## config.mk

```make
export PLATFORM = sky130hd
export DESIGN_NAME = read_maywrite_write_lock_arbiter_unit
export DESIGN_NICKNAME = d
export VERILOG_FILES = /design/src/rtl/rmwl_pkg.sv /design/src/rtl/read_maywrite_write_lock_arbiter_unit.sv /design/src/rtl/rmwl_ram.sv
export SDC_FILE = /design/constraint.sdc
export NUM_CORES = 1
export LEC_CHECK = 0
export ABC_AREA = 1
export BUFFER_PORTS_ARGS = -buffer_cell sky130_fd_sc_hd__buf_4
export CAP_MARGIN = 10
export CORE_UTILIZATION = 50
export DETAILED_ROUTE_END_ITERATION = 6
export PLACE_DENSITY = 0.73
export SLEW_MARGIN = 40
export SYNTH_ARGS = -nofsm -noshare
export SYNTH_HDL_FRONTEND = slang
export SYNTH_SLANG_ARGS = --single-unit
```

## constraint.sdc

```tcl
create_clock -name i_clk -period 5.5 [get_ports i_clk]
set_input_delay 0.55 -clock i_clk [delete_from_list [all_inputs] [get_ports i_clk]]
set_output_delay 0.55 -clock i_clk [all_outputs]
set_load 0.01 [all_outputs]
```

## src/rtl/rmwl_pkg.sv

```systemverilog
// ============================================================================
// rmwl_pkg
// Shared types, codes and the conflict test for the reader/may-write/writer
// lock arbiter.
// ============================================================================
package rmwl_pkg;

    // Field widths fixed by the transaction format
    localparam int unsigned C_FUNC_W  = 3;
    localparam int unsigned C_ID_W    = 6;
    localparam int unsigned C_KIND_W  = 3;
    localparam int unsigned C_MODE_W  = 2;
    localparam int unsigned C_RC_W    = 7;

    // Number of known requesters; ids at or above this are rejected
    localparam logic [C_ID_W:0] C_REQUESTERS = 7'd64;

    // Reader count saturation point
    localparam logic [C_RC_W-1:0] C_READER_MAX = 7'd127;

    // Request functions
    localparam logic [C_FUNC_W-1:0] FUNC_READ     = 3'd0;
    localparam logic [C_FUNC_W-1:0] FUNC_MAYWRITE = 3'd1;
    localparam logic [C_FUNC_W-1:0] FUNC_WRITE    = 3'd2;
    localparam logic [C_FUNC_W-1:0] FUNC_UPGRADE  = 3'd3;
    localparam logic [C_FUNC_W-1:0] FUNC_REL_SH   = 3'd4;
    localparam logic [C_FUNC_W-1:0] FUNC_REL_EX   = 3'd5;

    // Result kinds
    localparam logic [C_KIND_W-1:0] KIND_GRANTED = 3'd0;
    localparam logic [C_KIND_W-1:0] KIND_QUEUED  = 3'd1;
    localparam logic [C_KIND_W-1:0] KIND_ERROR   = 3'd2;
    localparam logic [C_KIND_W-1:0] KIND_WAITER  = 3'd3;
    localparam logic [C_KIND_W-1:0] KIND_DONE    = 3'd4;

    // Lock modes
    localparam logic [C_MODE_W-1:0] MODE_READ     = 2'd0;
    localparam logic [C_MODE_W-1:0] MODE_MAYWRITE = 2'd1;
    localparam logic [C_MODE_W-1:0] MODE_WRITE    = 2'd2;
    localparam logic [C_MODE_W-1:0] MODE_UPGRADED = 2'd3;

    // One wait queue entry
    typedef struct packed {
        logic [C_MODE_W-1:0] mode;
        logic [C_ID_W-1:0]   id;
    } t_entry;

    // Conflict test of a requested mode against the current holders
    function automatic logic f_conflict(
        input logic [C_MODE_W-1:0] mode,
        input logic                writer,
        input logic                maywriter,
        input logic                upgrade,
        input logic [C_RC_W-1:0]   readers
    );
        logic res;
        priority if (mode == MODE_READ) begin
            res = writer | upgrade | (readers == C_READER_MAX);
        end else if (mode == MODE_MAYWRITE) begin
            res = writer | maywriter | upgrade;
        end else begin
            res = writer | (readers != '0) | maywriter | upgrade;
        end
        return res;
    endfunction

endpackage

```

## src/rtl/read_maywrite_write_lock_arbiter_unit.sv

```systemverilog
// ============================================================================
// read_maywrite_write_lock_arbiter_unit
// Lock arbiter for one shared resource: read, may-write and write modes with
// upgrade, and a FIFO wait queue held in a RAM.
// ============================================================================
// Usage:
//   Requests arrive on the input channel (i_in_valid / o_in_ready) as a
//   function code and a requester id. Results leave on the output channel
//   (o_out_valid / i_out_ready), one transaction per result; o_last marks the
//   final result belonging to a request.
//   A lock request's result is loaded into the output register at the edge
//   that takes it, as is the single result of an upgrade or a rejected
//   request. An accepted release moves on to the sequencer instead: a
//   shared release that leaves readers behind goes straight to its done
//   result, one that grants a pending upgrade issues that grant first. Any
//   other release walks the queue: it reads the queue RAM at the head and
//   issues one grant per cycle while the receiver is ready, until it finds
//   the stopping entry or the empty queue; the done result comes last.
//   A new request can be taken at the edge at which the previous result
//   leaves the output register.
//   Reset (synchronous, active low) clears all holder state and empties the
//   queue; queue RAM contents are left as they are.
//   A stalled receiver holds the current result and pauses the walk.
// ============================================================================
module read_maywrite_write_lock_arbiter_unit #(
    parameter int unsigned QUEUE_DEPTH = 16
) (
    input  logic                           i_clk,
    input  logic                           i_rst_n,
    // Request channel
    input  logic                           i_in_valid,
    output logic                           o_in_ready,
    input  logic [rmwl_pkg::C_FUNC_W-1:0]  i_func,
    input  logic [rmwl_pkg::C_ID_W-1:0]    i_requester_id,
    // Result channel
    output logic                           o_out_valid,
    input  logic                           i_out_ready,
    output logic [rmwl_pkg::C_KIND_W-1:0]  o_result_kind,
    output logic [rmwl_pkg::C_ID_W-1:0]    o_grant_id,
    output logic [rmwl_pkg::C_MODE_W-1:0]  o_grant_mode,
    output logic                           o_last
);

    import rmwl_pkg::*;

    localparam int unsigned PTR_W = $clog2(QUEUE_DEPTH);
    localparam int unsigned CNT_W = $clog2(QUEUE_DEPTH + 1);
    localparam logic [PTR_W-1:0] PTR_LAST = PTR_W'(QUEUE_DEPTH - 1);
    localparam logic [CNT_W-1:0] CNT_FULL = CNT_W'(QUEUE_DEPTH);

    // Sequencer states
    localparam logic [1:0] S_IDLE  = 2'd0;
    localparam logic [1:0] S_CHECK = 2'd1;
    localparam logic [1:0] S_UPG   = 2'd2;
    localparam logic [1:0] S_DONE  = 2'd3;

    // Control state
    logic [1:0]        r_state, n_state;
    logic [C_RC_W-1:0] r_readers, n_readers;
    logic              r_writer, n_writer;
    logic              r_maywriter, n_maywriter;
    logic [C_ID_W-1:0] r_mw_owner, n_mw_owner;
    logic              r_upgrade, n_upgrade;
    logic [PTR_W-1:0]  r_head, n_head;
    logic [PTR_W-1:0]  r_tail, n_tail;
    logic [CNT_W-1:0]  r_count, n_count;
    logic              r_out_valid, n_out_valid;

    // Payload
    logic [C_ID_W-1:0]   r_caller, n_caller;
    logic [C_KIND_W-1:0] r_kind, n_kind;
    logic [C_ID_W-1:0]   r_id, n_id;
    logic [C_MODE_W-1:0] r_mode, n_mode;
    logic                r_last, n_last;

    // Queue RAM access
    logic   w_we;
    t_entry w_wentry;
    t_entry w_rentry;
    logic [$bits(t_entry)-1:0] w_rdata;

    // Helpers
    logic                w_slot;
    logic                w_accept;
    logic                w_grant;
    logic                w_load;
    logic [C_KIND_W-1:0] w_ld_kind;
    logic [C_ID_W-1:0]   w_ld_id;
    logic [C_MODE_W-1:0] w_ld_mode;
    logic                w_ld_last;
    logic [C_RC_W-1:0]   w_readers_dec;
    logic                w_owner;

    assign w_slot     = !r_out_valid || i_out_ready;
    assign o_in_ready = (r_state == S_IDLE) && w_slot;
    assign w_accept   = i_in_valid && o_in_ready;
    assign w_rentry   = t_entry'(w_rdata);
    assign w_readers_dec = r_readers - 1'b1;
    assign w_owner    = r_maywriter && !r_upgrade && (r_mw_owner == i_requester_id);

    // Wait queue storage
    rmwl_ram #(
        .WIDTH ($bits(t_entry)),
        .DEPTH (QUEUE_DEPTH)
    ) u_queue (
        .i_clk   (i_clk),
        .i_we    (w_we),
        .i_waddr (r_tail),
        .i_wdata (w_wentry),
        .i_raddr (n_head),
        .o_rdata (w_rdata)
    );

    // Sequencer and lock state update
    always_comb begin
        n_state     = r_state;
        n_readers   = r_readers;
        n_writer    = r_writer;
        n_maywriter = r_maywriter;
        n_mw_owner  = r_mw_owner;
        n_upgrade   = r_upgrade;
        n_head      = r_head;
        n_tail      = r_tail;
        n_count     = r_count;
        n_caller    = r_caller;
        w_we        = 1'b0;
        w_wentry    = '{mode: i_func[C_MODE_W-1:0], id: i_requester_id};
        w_grant     = 1'b0;
        w_load      = 1'b0;
        w_ld_kind   = KIND_ERROR;
        w_ld_id     = i_requester_id;
        w_ld_mode   = MODE_READ;
        w_ld_last   = 1'b1;

        unique case (r_state)
            S_IDLE: begin
                if (w_accept) begin
                    w_load   = 1'b1;
                    n_caller = i_requester_id;
                    priority if ({1'b0, i_requester_id} >= C_REQUESTERS) begin
                        w_ld_kind = KIND_ERROR;
                        w_ld_mode = (i_func <= FUNC_UPGRADE) ? i_func[C_MODE_W-1:0]
                                                             : MODE_READ;
                    end else if (i_func <= FUNC_WRITE) begin
                        w_ld_mode = i_func[C_MODE_W-1:0];
                        priority if (!f_conflict(i_func[C_MODE_W-1:0], r_writer,
                                                 r_maywriter, r_upgrade, r_readers)
                                     && (r_count == '0)) begin
                            w_ld_kind = KIND_GRANTED;
                            priority if (i_func == FUNC_READ) begin
                                n_readers = r_readers + 1'b1;
                            end else if (i_func == FUNC_MAYWRITE) begin
                                n_maywriter = 1'b1;
                                n_mw_owner  = i_requester_id;
                            end else begin
                                n_writer = 1'b1;
                            end
                        end else if (r_count == CNT_FULL) begin
                            w_ld_kind = KIND_ERROR;
                        end else begin
                            w_ld_kind = KIND_QUEUED;
                            w_we      = 1'b1;
                            n_tail    = (r_tail == PTR_LAST) ? '0 : r_tail + 1'b1;
                            n_count   = r_count + 1'b1;
                        end
                    end else if (i_func == FUNC_UPGRADE) begin
                        w_ld_mode = MODE_UPGRADED;
                        priority if (!r_maywriter || (r_mw_owner != i_requester_id)
                                     || r_upgrade) begin
                            w_ld_kind = KIND_ERROR;
                        end else if (r_readers != '0) begin
                            w_ld_kind = KIND_QUEUED;
                            n_upgrade = 1'b1;
                        end else begin
                            w_ld_kind   = KIND_GRANTED;
                            n_maywriter = 1'b0;
                            n_writer    = 1'b1;
                        end
                    end else if (i_func == FUNC_REL_SH) begin
                        priority if (!w_owner && (r_readers == '0)) begin
                            w_ld_kind = KIND_ERROR;
                        end else if (w_owner) begin
                            // may-writer gives up; walk the queue
                            w_load      = 1'b0;
                            n_maywriter = 1'b0;
                            n_state     = S_CHECK;
                        end else begin
                            w_load    = 1'b0;
                            n_readers = w_readers_dec;
                            priority if (w_readers_dec != '0) begin
                                n_state = S_DONE;
                            end else if (r_upgrade) begin
                                n_state = S_UPG;
                            end else begin
                                n_state = S_CHECK;
                            end
                        end
                    end else if (i_func == FUNC_REL_EX) begin
                        if (r_writer) begin
                            w_load   = 1'b0;
                            n_writer = 1'b0;
                            n_state  = S_CHECK;
                        end else begin
                            w_ld_kind = KIND_ERROR;
                        end
                    end else begin
                        w_ld_kind = KIND_ERROR;
                    end
                end
            end
            S_CHECK: begin
                // head entry read last cycle is on w_rentry
                if ((r_count == '0) || f_conflict(w_rentry.mode, r_writer, r_maywriter,
                                                  r_upgrade, r_readers)) begin
                    n_state = S_DONE;
                end else if (w_slot) begin
                    w_grant   = 1'b1;
                    w_load    = 1'b1;
                    w_ld_kind = KIND_WAITER;
                    w_ld_id   = w_rentry.id;
                    w_ld_mode = w_rentry.mode;
                    w_ld_last = 1'b0;
                    priority if (w_rentry.mode == MODE_READ) begin
                        n_readers = r_readers + 1'b1;
                    end else if (w_rentry.mode == MODE_MAYWRITE) begin
                        n_maywriter = 1'b1;
                        n_mw_owner  = w_rentry.id;
                    end else begin
                        n_writer = 1'b1;
                    end
                    n_head  = (r_head == PTR_LAST) ? '0 : r_head + 1'b1;
                    n_count = r_count - 1'b1;
                end
            end
            S_UPG: begin
                if (w_slot) begin
                    w_load      = 1'b1;
                    w_ld_kind   = KIND_WAITER;
                    w_ld_id     = r_mw_owner;
                    w_ld_mode   = MODE_UPGRADED;
                    w_ld_last   = 1'b0;
                    n_upgrade   = 1'b0;
                    n_maywriter = 1'b0;
                    n_writer    = 1'b1;
                    n_state     = S_DONE;
                end
            end
            S_DONE: begin
                if (w_slot) begin
                    w_load    = 1'b1;
                    w_ld_kind = KIND_DONE;
                    w_ld_id   = r_caller;
                    w_ld_mode = MODE_READ;
                    w_ld_last = 1'b1;
                    n_state   = S_IDLE;
                end
            end
            default: begin
                n_state = S_IDLE;
            end
        endcase
    end

    // Output register
    always_comb begin
        n_out_valid = r_out_valid && !i_out_ready;
        n_kind      = r_kind;
        n_id        = r_id;
        n_mode      = r_mode;
        n_last      = r_last;
        if (w_load) begin
            n_out_valid = 1'b1;
            n_kind      = w_ld_kind;
            n_id        = w_ld_id;
            n_mode      = w_ld_mode;
            n_last      = w_ld_last;
        end
    end

    // Control registers
    always_ff @(posedge i_clk) begin
        if (!i_rst_n) begin
            r_state     <= S_IDLE;
            r_readers   <= '0;
            r_writer    <= 1'b0;
            r_maywriter <= 1'b0;
            r_mw_owner  <= '0;
            r_upgrade   <= 1'b0;
            r_head      <= '0;
            r_tail      <= '0;
            r_count     <= '0;
            r_out_valid <= 1'b0;
        end else begin
            r_state     <= n_state;
            r_readers   <= n_readers;
            r_writer    <= n_writer;
            r_maywriter <= n_maywriter;
            r_mw_owner  <= n_mw_owner;
            r_upgrade   <= n_upgrade;
            r_head      <= n_head;
            r_tail      <= n_tail;
            r_count     <= n_count;
            r_out_valid <= n_out_valid;
        end
    end

    // Payload registers
    always_ff @(posedge i_clk) begin
        r_caller <= n_caller;
        r_kind   <= n_kind;
        r_id     <= n_id;
        r_mode   <= n_mode;
        r_last   <= n_last;
    end

    assign o_out_valid   = r_out_valid;
    assign o_result_kind = r_kind;
    assign o_grant_id    = r_id;
    assign o_grant_mode  = r_mode;
    assign o_last        = r_last;

    // Checks
    a_count_bound: assert property (@(posedge i_clk) disable iff (!i_rst_n)
        r_count <= CNT_FULL)
        else $error("wait queue count beyond depth");

    a_writer_excl: assert property (@(posedge i_clk) disable iff (!i_rst_n)
        r_writer |-> ((r_readers == '0) && !r_maywriter))
        else $error("writer held together with readers or may-writer");

    a_upgrade_owner: assert property (@(posedge i_clk) disable iff (!i_rst_n)
        r_upgrade |-> r_maywriter)
        else $error("pending upgrade without a may-writer");

    a_walk_grant: assert property (@(posedge i_clk) disable iff (!i_rst_n)
        w_grant |=> (o_out_valid && (o_result_kind == KIND_WAITER) && !o_last))
        else $error("queue grant not presented on the output");

endmodule

```

## src/rtl/rmwl_ram.sv

```systemverilog
// ============================================================================
// rmwl_ram
// Generic single-port-write, single-port-read RAM with a registered read.
// ============================================================================
module rmwl_ram #(
    parameter int unsigned WIDTH = 8,
    parameter int unsigned DEPTH = 16
) (
    input  logic                     i_clk,
    input  logic                     i_we,
    input  logic [$clog2(DEPTH)-1:0] i_waddr,
    input  logic [WIDTH-1:0]         i_wdata,
    input  logic [$clog2(DEPTH)-1:0] i_raddr,
    output logic [WIDTH-1:0]         o_rdata
);

    logic [WIDTH-1:0] r_mem [DEPTH];
    logic [WIDTH-1:0] r_rdata;

    // Write port and registered read port
    always_ff @(posedge i_clk) begin
        if (i_we) begin
            r_mem[i_waddr] <= i_wdata;
        end
        r_rdata <= r_mem[i_raddr];
    end

    assign o_rdata = r_rdata;

endmodule

```

; Yosys cells after proc, flatten, opt, wreduce, memory -nomap -nowiden
; Memories as Yosys holds them, arrays and structs flattened. A register that Yosys moved wholly into a read port is not among the register bits.
; Cells that the tools add are included.
[classes]
n_addsub = 6
n_lt_le_gt_ge = 1
n_eq_ne = 55
muxes = 139
bitwise_logic = 9
n_reduce_logical = 38
[ops]
columns = operator, n
row1 = $mux W6, 13
row2 = $mux W7, 11
row3 = $mux W1, 66
row4 = $mux W2, 22
row5 = $ne A2 B2 Y1 const B, 16
row6 = $mux W5, 6
row7 = $mux W4, 5
row8 = $pmux W6 S3, 1
row9 = $ne A4 B4 Y1 const B, 4
row10 = $pmux W2 S4, 2
row11 = $ne A3 B2 Y1 const B, 5
row12 = $ne A3 B3 Y1 const B, 5
row13 = $reduce_and A15 Y1, 1
row14 = $pmux W7 S2, 1
row15 = $reduce_and A14 Y1, 1
row16 = $reduce_and A7 Y1, 2
row17 = $reduce_bool A7 Y1, 2
row18 = $mux W3, 4
row19 = $pmux W3 S4, 1
row20 = $pmux W6 S2, 1
row21 = $reduce_and A11 Y1, 1
row22 = $ne A2 B1 Y1 const B, 5
row23 = $pmux W5 S2, 1
row24 = $reduce_and A10 Y1, 1
row25 = other kinds (36), 71
[word_totals]
regBits = 50
ram_bits = 128
input_bits = 13
n_memories = 1
[memory_table]
columns = name, words, word_bits, rd, rd_ports_with_merged_regs, wr, line_no
row1 = u_queue.r_mem, 16, 8, 1, 1, 1, rmwl_ram.sv:17  ; logic [WIDTH-1:0] r_mem [DEPTH];

; Depth between registers and ports, before layout
; Gate-level depths: netlist of the first run.
[logic_depth]
ltp_word = 17
depth_mapped = 17
mapped_depth_nobuf = 17

; Cells and area by module
; A second synthesis of the first run with hierarchy kept.
[hier_totals]
cells_unflattened = 1087
area_unflattened_um2 = 9352.7
[by_module_without_submodules]
columns = module, instances, cells_per_inst, area_per_inst_um2, seq_area_each_um2
row1 = rmwl_ram, 1, 553, 5771.8, 4003.8
row2 = read_maywrite_write_lock_arbiter_unit, 1, 534, 3580.9, 1181.1

; Least setup slack after synthesis of the first run
; Ideal clock, no wire load.
[synth_timing]
path_type = register to register
from = register r_state[0]
to = memory u_queue.r_mem[11][0] (enable)
setup_ns = 0.370
t_arrival_ns = 2.192
t_required_ns = 5.130
setup_slack_ns = 2.938
stages_incl_launch_ff = 11
path_cell_list = dfxtp_1 > inv_1 > ha_1 > inv_1 > nor2_1 > nand2_1 > inv_1 > nand4_1 > inv_1 > nand2_1 > nor2_1
[synth_via]
elab_chain_cells = 7
[synth_rtl]
columns = item, line_no
row1 = from (decl), read_maywrite_write_lock_arbiter_unit.sv:58  ; logic [1:0] r_state, n_state;
row2 = from (signal assigned), read_maywrite_write_lock_arbiter_unit.sv:294  ; r_state <= n_state;
row3 = $logic_not A2 Y1, read_maywrite_write_lock_arbiter_unit.sv:95  ; assign o_in_ready = (r_state == S_IDLE) && w_slot;
row4 = $logic_and A1 B1 Y1, read_maywrite_write_lock_arbiter_unit.sv:95
row5 = named net o_in_ready, read_maywrite_write_lock_arbiter_unit.sv:32  ; output logic o_in_ready,
row6 = $logic_and A1 B1 Y1, read_maywrite_write_lock_arbiter_unit.sv:96  ; assign w_accept = i_in_valid && o_in_ready;
row7 = $mux W1, read_maywrite_write_lock_arbiter_unit.sv:137  ; if (w_accept) begin
row8 = $mux W1, read_maywrite_write_lock_arbiter_unit.sv:135  ; unique case (r_state)
row9 = $mux W1, rmwl_ram.sv:22  ; if (i_we) begin
row10 = $mux W1 (not written as such), rmwl_ram.sv:23  ; r_mem[i_waddr] <= i_wdata;
row11 = to (decl), rmwl_ram.sv:17
; The timed path passes the listed nets, and every way through them passes these cells.

; Worst setup path after layout of the first run
[layout_timing]
from = register r_state[1]
to = memory u_queue.r_mem[6][6] (enable)
[layout_via]
elab_chain_cells = 7
[layout_rtl]
columns = item, line_no
row1 = $logic_not A2 Y1 *, "read_maywrite_write_lock_arbiter_unit.sv:95, read_maywrite_write_lock_arbiter_unit.sv:135"
row2 = $logic_and A1 B1 Y1, read_maywrite_write_lock_arbiter_unit.sv:95
row3 = $logic_and A1 B1 Y1, read_maywrite_write_lock_arbiter_unit.sv:96
row4 = $mux W1, read_maywrite_write_lock_arbiter_unit.sv:137
row5 = $mux W1 *, read_maywrite_write_lock_arbiter_unit.sv:135
row6 = $mux W1 *, rmwl_ram.sv:22
row7 = $mux W1 (not written as such) *, rmwl_ram.sv:23
; Mark *: on every way between the ends. The rest lies on a longest branch, timed or not.

==> impl_metrics.json, run 1 <==
{
  "vias_per_cell": 5.61,
  "antenna_found_initial": 0,
  "die_w_um": 137,
  "drive_gt1_share_pct": 8.42,
  "clkSlewWorstSetupHoldPaths_ns": 0.07,
  "cts_tree": "built",
  "synthTopCellsByArea": "edfxtp_1 (48%), dfxtp_1 (8.8%), nand3_1 (8.5%), nand2_1 (7.6%), inv_1 (6.9%)",
  "start_util_pct": 51.9,
  "grt_pass1_vias": 6383,
  "cp_data_arrival_time_ns": 3.82,
  "drtIter0Drc": 1037,
  "wl_mm": 21.7,
  "tightest_slew_ns": 0.859,
  "setup_tns_ns": 0,
  "syn-num-nets": 1032,
  "cts.repair.resized": 0,
  "cts_setup_buffers": 0,
  "syn_inst": 1002,
  "worst_setup_path_end_kind": "flip-flop",
  "critPathMaxFanout": 16,
  "syn_area_mm2": 0.00910,
  "hpwlAfterDp_mm": 14.2,
  "drc": 0,
  "post-place-ws_ns": 1.78,
  "setup_viol": 0,
  "vdd_drop_max_v": 0.000240,
  "grt_overflow_total": 0,
  "clock_skew_ns": 0.00930,
  "core.rowCount": 48,
  "syn2layout_area_growth_pct": 10.4,
  "yosysTopAreaCell": "edfxtp_1",
  "clock-sinks": 186,
  "synth_top_area_share_pct": 48.2,
  "cts-hold-fix-buffers": 0,
  "worstSetupPathType": "flip-flop to flip-flop",
  "hold_class": "input port to flip-flop",
  "grt_max_degree": 46,
  "avgSynthCellArea_um2": 9.09,
  "die_y_um": 137,
  "ys_types": 43,
  "synthArstFlopShare_pct": 0,
  "synth_top_family_by_area": "simple AND/OR/NAND/NOR gates",
  "nFillCells": 1516,
  "final_nets": 1050,
  "finalCritPeriodShare_pct": 68.1,
  "maxCapViolations": 0,
  "status": "complete, no violations",
  "hold_viol_final": 0,
  "fmax_mhz": 267,
  "cts_buffers": 17,
  "htreeDepth": 4,
  "dr.pass1.iters": 7,
  "critPathLaunchType": "flip-flop",
  "synthXorXnorAreaFrac_pct": 1.44,
  "yosys_register_bits": 186,
  "synthAdderAreaFrac_pct": 2.42,
  "antenna_cells": 0,
  "core_area_mm2": 0.0175,
  "rsz0062_at_grt": "no",
  "grt_pass1_wl_mm": 33.9,
  "synth.mux.area_fraction_pct": 0,
  "synth-edff-count": 146,
  "port_buffers": 26,
  "ys_seq_area_share_pct": 56.9,
  "ys_warn_count": 0,
  "synth_top_flop_cell": "edfxtp_1",
  "p_leak_nw": 4.14,
  "ioPinCount": 27,
  "grt_usage_pct": 24.6,
  "yosysMostFrequentCell": "nand2_1",
  "timing.critical_path.required_ns": 5.57,
  "num_vias": 7052,
  "relSlewSlack_pct": 42.6,
  "synth_compound_area_share_pct": 6.46,
  "drtAntennaViolNets": 0,
  "fin_ws_ns": 1.75,
  "slew_violations": 0,
  "post_drt_wl_per_cell_um": 17.3,
  "die-area_mm2": 0.0188,
  "clk_latency_ns": 0.44,
  "synth_simple_gate_area_share_pct": 23.9,
  "pwr_density_cell_mw_per_mm2": 453,
  "cts.path.max_buffers": 2,
  "synthTopCellsByCount": "nand2_1 (185), inv_1 (168), nand3_1 (154), edfxtp_1 (146), nor2_1 (83)",
  "gp_congestion": 0.886,
  "cts-root-buf": "clkbuf_16",
  "period_minus_slack_ns": 3.75
}
## worst max-delay path: stages (launching register included)
cell and delay [ns]:
dfxtp_1 0.33, inv_1 0.11, ha_1 0.56, inv_1 0.36, nor2_1 0.22, nand2_1 0.12, inv_1 0.31, nand4_1 0.31
inv_1 0.23, nand2_1 0.15, nor2_1 0.68
## per-stage QoR
stage                     cells  util (%)  power (mW)  hold WS [ns]  cell area (um2)
after global routing       1258      57.3        4.82         0.368            10100
after floorplan            1002         -        2.93         0.455             9100
final                      1258      57.3        4.56         0.370            10100
after detailed placement   1226      54.1        3.38         0.481             9480
after global placement     1226      54.0        3.35         0.476             9460
after CTS                  1258      57.3        4.54         0.347            10000
## sequential cells by signal, summed over array words and instances, names as in the netlist
register,count
o_out_valid,1
r_mw_owner,6
r_readers,7
o_last,1
r_upgrade,1
r_head,4
r_tail,4
r_writer,1
r_maywriter,1
o_result_kind,3
r_caller,6
u_queue.o_rdata,8
u_queue.r_mem,128
r_count,5
o_grant_mode,2
r_state,2
o_grant_id,6
## worst paths after layout
kind         depth (start not counted)                            end                     from  slack (ns)
min reg2reg                          2        r_count[4]$_SDFFE_PN0P_  r_count[4]$_SDFFE_PN0P_        0.50
max                                 10  u_queue.r_mem[6][6]$_DFFE_PP_  r_state[1]$_SDFFE_PN0P_        1.75
min                                  2          r_writer$_SDFFE_PN0P_                i_func[2]        0.37
max reg2reg                         10  u_queue.r_mem[6][6]$_DFFE_PP_  r_state[1]$_SDFFE_PN0P_        1.75
## cells in the final DEF (no fill, tap or decap), types with 3 or more instances in the layout
| cell type | synthesis | final |
|---|---|---|
| nor3_1 | 8 | 8 |
| ha_1 | 16 | 16 |
| a221oi_1 | 4 | 4 |
| nand3b_1 | 25 | 25 |
| dfxtp_1 | 40 | 40 |
| edfxtp_1 | 146 | 146 |
| clkbuf_16 | 0 | 17 |
| inv_6 | 0 | 6 |
| buf_4 | 3 | 30 |
| a31oi_1 | 4 | 4 |
| inv_2 | 4 | 4 |
| o21ai_0 | 51 | 51 |
| nor2_2 | 3 | 5 |
| a211oi_1 | 4 | 4 |
| o21ai_1 | 4 | 4 |
| nand2_2 | 4 | 4 |
| nor2_1 | 83 | 81 |
| xor2_1 | 7 | 7 |
| o22ai_1 | 4 | 4 |
| inv_1 | 168 | 168 |
| nand4_1 | 7 | 7 |
| nand2_1 | 185 | 184 |
| a21oi_1 | 26 | 26 |
| clkinv_2 | 0 | 4 |
| xnor2_1 | 3 | 3 |
| nand3_1 | 154 | 154 |
## metal layers
metal	global-route usage [%]	wire length (um)
met1	34.0	9430
met2	38.5	10000
met3	4.74	1790
met4	8.79	478
met5	0	0
## area by class of cell
class                      instances  area, um2  area share, %
tap                              225        282           2.80
timing repair buffer              30        225           2.24
inverter                         174        653           6.50
clock buffer                      17        425           4.23
sequential                       186       5180           51.6
clock inverter                    15        136           1.36
multi-input combinational        611       3150           31.3
## report_power, final
group          internal [mW]  total, mW  switching [mW]
Clock                  0.597       1.17           0.570
Sequential              1.71       1.83           0.117
Combinational          0.488       1.56            1.07
Total                   2.80       4.56            1.76
## kinds of logic after synthesis
kind of cell             count (synthesis)
buffers and inverters                  205
flip-flops                             186
adder cells (fa/ha/maj)                 17
XOR/XNOR                                12
AO/OA/AOI/OAI                          105
AND/OR/NAND/NOR                        477
Power figures use the tool's default switching activity.
==> run 2, diff against run 1 <==
--- a/config.mk
+++ b/config.mk
@@ -10,7 +10,7 @@
 export CAP_MARGIN = 10
 export CORE_UTILIZATION = 50
 export DETAILED_ROUTE_END_ITERATION = 6
-export PLACE_DENSITY = 0.73
+export PLACE_DENSITY = 0.76
 export SLEW_MARGIN = 40
 export SYNTH_ARGS = -nofsm -noshare
 export SYNTH_HDL_FRONTEND = slang
==> constraint.sdc (replaced) <==
create_clock -name i_clk -period 3 [get_ports i_clk]
set_input_delay 0.3 -clock i_clk [delete_from_list [all_inputs] [get_ports i_clk]]
set_output_delay 0.3 -clock i_clk [all_outputs]
set_load 0.01 [all_outputs]
==> run 2 against run 1 <==
  * Wire length up 3.3%
  * Sequential share of layout area down 1.2 points
  * Cell area up 2.3%
  * Fmax up 41%
  * Power up 85%
  * Global-route usage up 0.65 points
  * Largest power group unchanged
==> impl_metrics.json, run 2 (synthesized netlist as in run 1, its figures left out) <==
{
  "status": "complete, no violations",
  "core_area_mm2": 0.0175,
  "clock_skew_ns": 0.0124,
  "gp_congestion": 0.911,
  "grt_pass1_vias": 6708,
  "drc": 0,
  "die_w_um": 137,
  "hold_class": "input port to flip-flop",
  "relSlewSlack_pct": 62.3,
  "cts.path.max_buffers": 2,
  "critPathMaxFanout": 33,
  "dr.pass1.iters": 5,
  "layout_common_cells": "nand2_1 (185), inv_1 (168), nand3_1 (154)",
  "worst_setup_path_end_kind": "flip-flop",
  "die_y_um": 137,
  "fin_ws_ns": 0.343,
  "vdd_drop_max_v": 0.000468,
  "drive_gt1_share_pct": 10.7,
  "largest_register": "u_queue.r_mem",
  "final_util_pct": 58.7,
  "drtIter0Drc": 919,
  "clkSlewWorstSetupHoldPaths_ns": 0.07,
  "cts_tree": "built",
  "period_minus_slack_ns": 2.66,
  "cts_setup_buffers": 0,
  "final_nets": 1081,
  "rsz0062_at_grt": "no",
  "antenna_found_initial": 0,
  "grt_overflow_total": 0,
  "num_vias": 7151,
  "critPathLaunchType": "flip-flop",
  "cts-hold-fix-buffers": 0,
  "timing.critical_path.required_ns": 3.37,
  "htreeDepth": 4,
  "p_leak_nw": 4.30,
  "cts-root-buf": "clkbuf_16",
  "clock-sinks": 186,
  "setup_viol": 0,
  "worstSetupPathType": "flip-flop to flip-flop",
  "grt_usage_pct": 25.3,
  "hold_viol_final": 0,
  "finalCritPeriodShare_pct": 88.6,
  "r2r_slack_ns": 0.34,
  "drtAntennaViolNets": 0,
  "post-place-ws_ns": 0.403,
  "setup_tns_ns": 0,
  "layout_commonest_cell": "nand2_1",
  "cts.repair.resized": 0,
  "slew_violations": 0,
  "vias_per_cell": 5.55,
  "maxCapViolations": 0,
  "hpwlAfterDp_mm": 15.0,
  "clk_latency_ns": 0.44,
  "grt_max_degree": 44,
  "syn2layout_area_growth_pct": 13.0,
  "pwr_density_cell_mw_per_mm2": 821,
  "wl_mm": 22.4,
  "cp_data_arrival_time_ns": 3.03,
  "tightest_slew_ns": 0.563,
  "start_util_pct": 51.9,
  "largest_reg_flops": 128,
  "antenna_cells": 0,
  "port_buffers": 26,
  "fmax_mhz": 376,
  "die-area_mm2": 0.0188,
  "core.rowCount": 48,
  "ioPinCount": 27,
  "cts_buffers": 17,
  "post_drt_wl_per_cell_um": 17.4,
  "grt_pass1_wl_mm": 35.1
}
==> run 2: cell types whose count changed in the layout (fill, tap and decap cells not counted), moves of 2 or more <==
cell / delta
buf_4: +29
clkinv_2: -3
clkinv_4: +3
buf_12: +2
inv_6: -2
nor2_1: +2
nor2_2: -2
==> run 2: path summary, 6_finish.rpt <==
check                                               start                          to  cells past startpoint
worst max-delay path            r_readers[0]$_SDFFE_PN0P_  u_queue.o_rdata[4]$_DFF_P_                     15
worst min-delay path                            i_func[2]       r_writer$_SDFFE_PN0P_                      2
worst max register to register  r_readers[0]$_SDFFE_PN0P_  u_queue.o_rdata[4]$_DFF_P_                     15
worst min register to register    r_count[0]$_SDFFE_PN0P_     r_count[0]$_SDFFE_PN0P_                      1
==> run 2: where the power goes <==
group | switching, mW | internal, mW | leakage, nW
clock | 1.04 | 1.10 | 0.275
combinational | 1.98 | 0.965 | 2.38
sequential | 0.220 | 3.14 | 1.65
total | 3.24 | 5.20 | 4.30
==> run 2: final cells by class <==
cell class	count	area (um2)
fill	1495	7250
multi-input combinational	611	3120
inverter	174	653
timing repair buffer	61	483
clock inverter	14	138
sequential	186	5180
clock buffer	18	429
tap	225	282
==> run 2: layer usage <==
layer,GRT usage [%],routed length [um],up-vias
met1,34.6,9720,3385
met4,10.0,432,0
met2,40.5,10800,301
met3,3.44,1490,35
li1,-,-,3430
met5,0,0,-
==> run 2: per-stage QoR <==
| step | std cells | cell area, um2 | power [mW] | hold WS (ns) |
|---|---|---|---|---|
| 3_3_place_gp | 1257 | 9720 | 6.25 | 0.476 |
| 6_report | 1289 | 10300 | 8.44 | 0.116 |
| 3_5_place_dp | 1257 | 9720 | 6.30 | 0.484 |
| 2_1_floorplan | 1002 | 9100 | 5.38 | 0.399 |
| 4_1_cts | 1289 | 10300 | 8.43 | 0.107 |
| 5_1_grt | 1289 | 10300 | 8.91 | 0.114 |
==> run 2: worst max-delay path: stages (launching register included) <==
cell	delay [ns]
dfxtp_1	0.34
inv_1	0.14
ha_1	0.16
nand2_1	0.07
inv_1	0.05
nand3_1	0.16
nand2_1	0.13
nand2_2	0.08
nor2_4	0.16
nand3_4	0.17
o21ai_2	0.15
buf_4	0.38
nand3_1	0.19
nand3_1	0.16
nand3_1	0.13
nand2_1	0.10
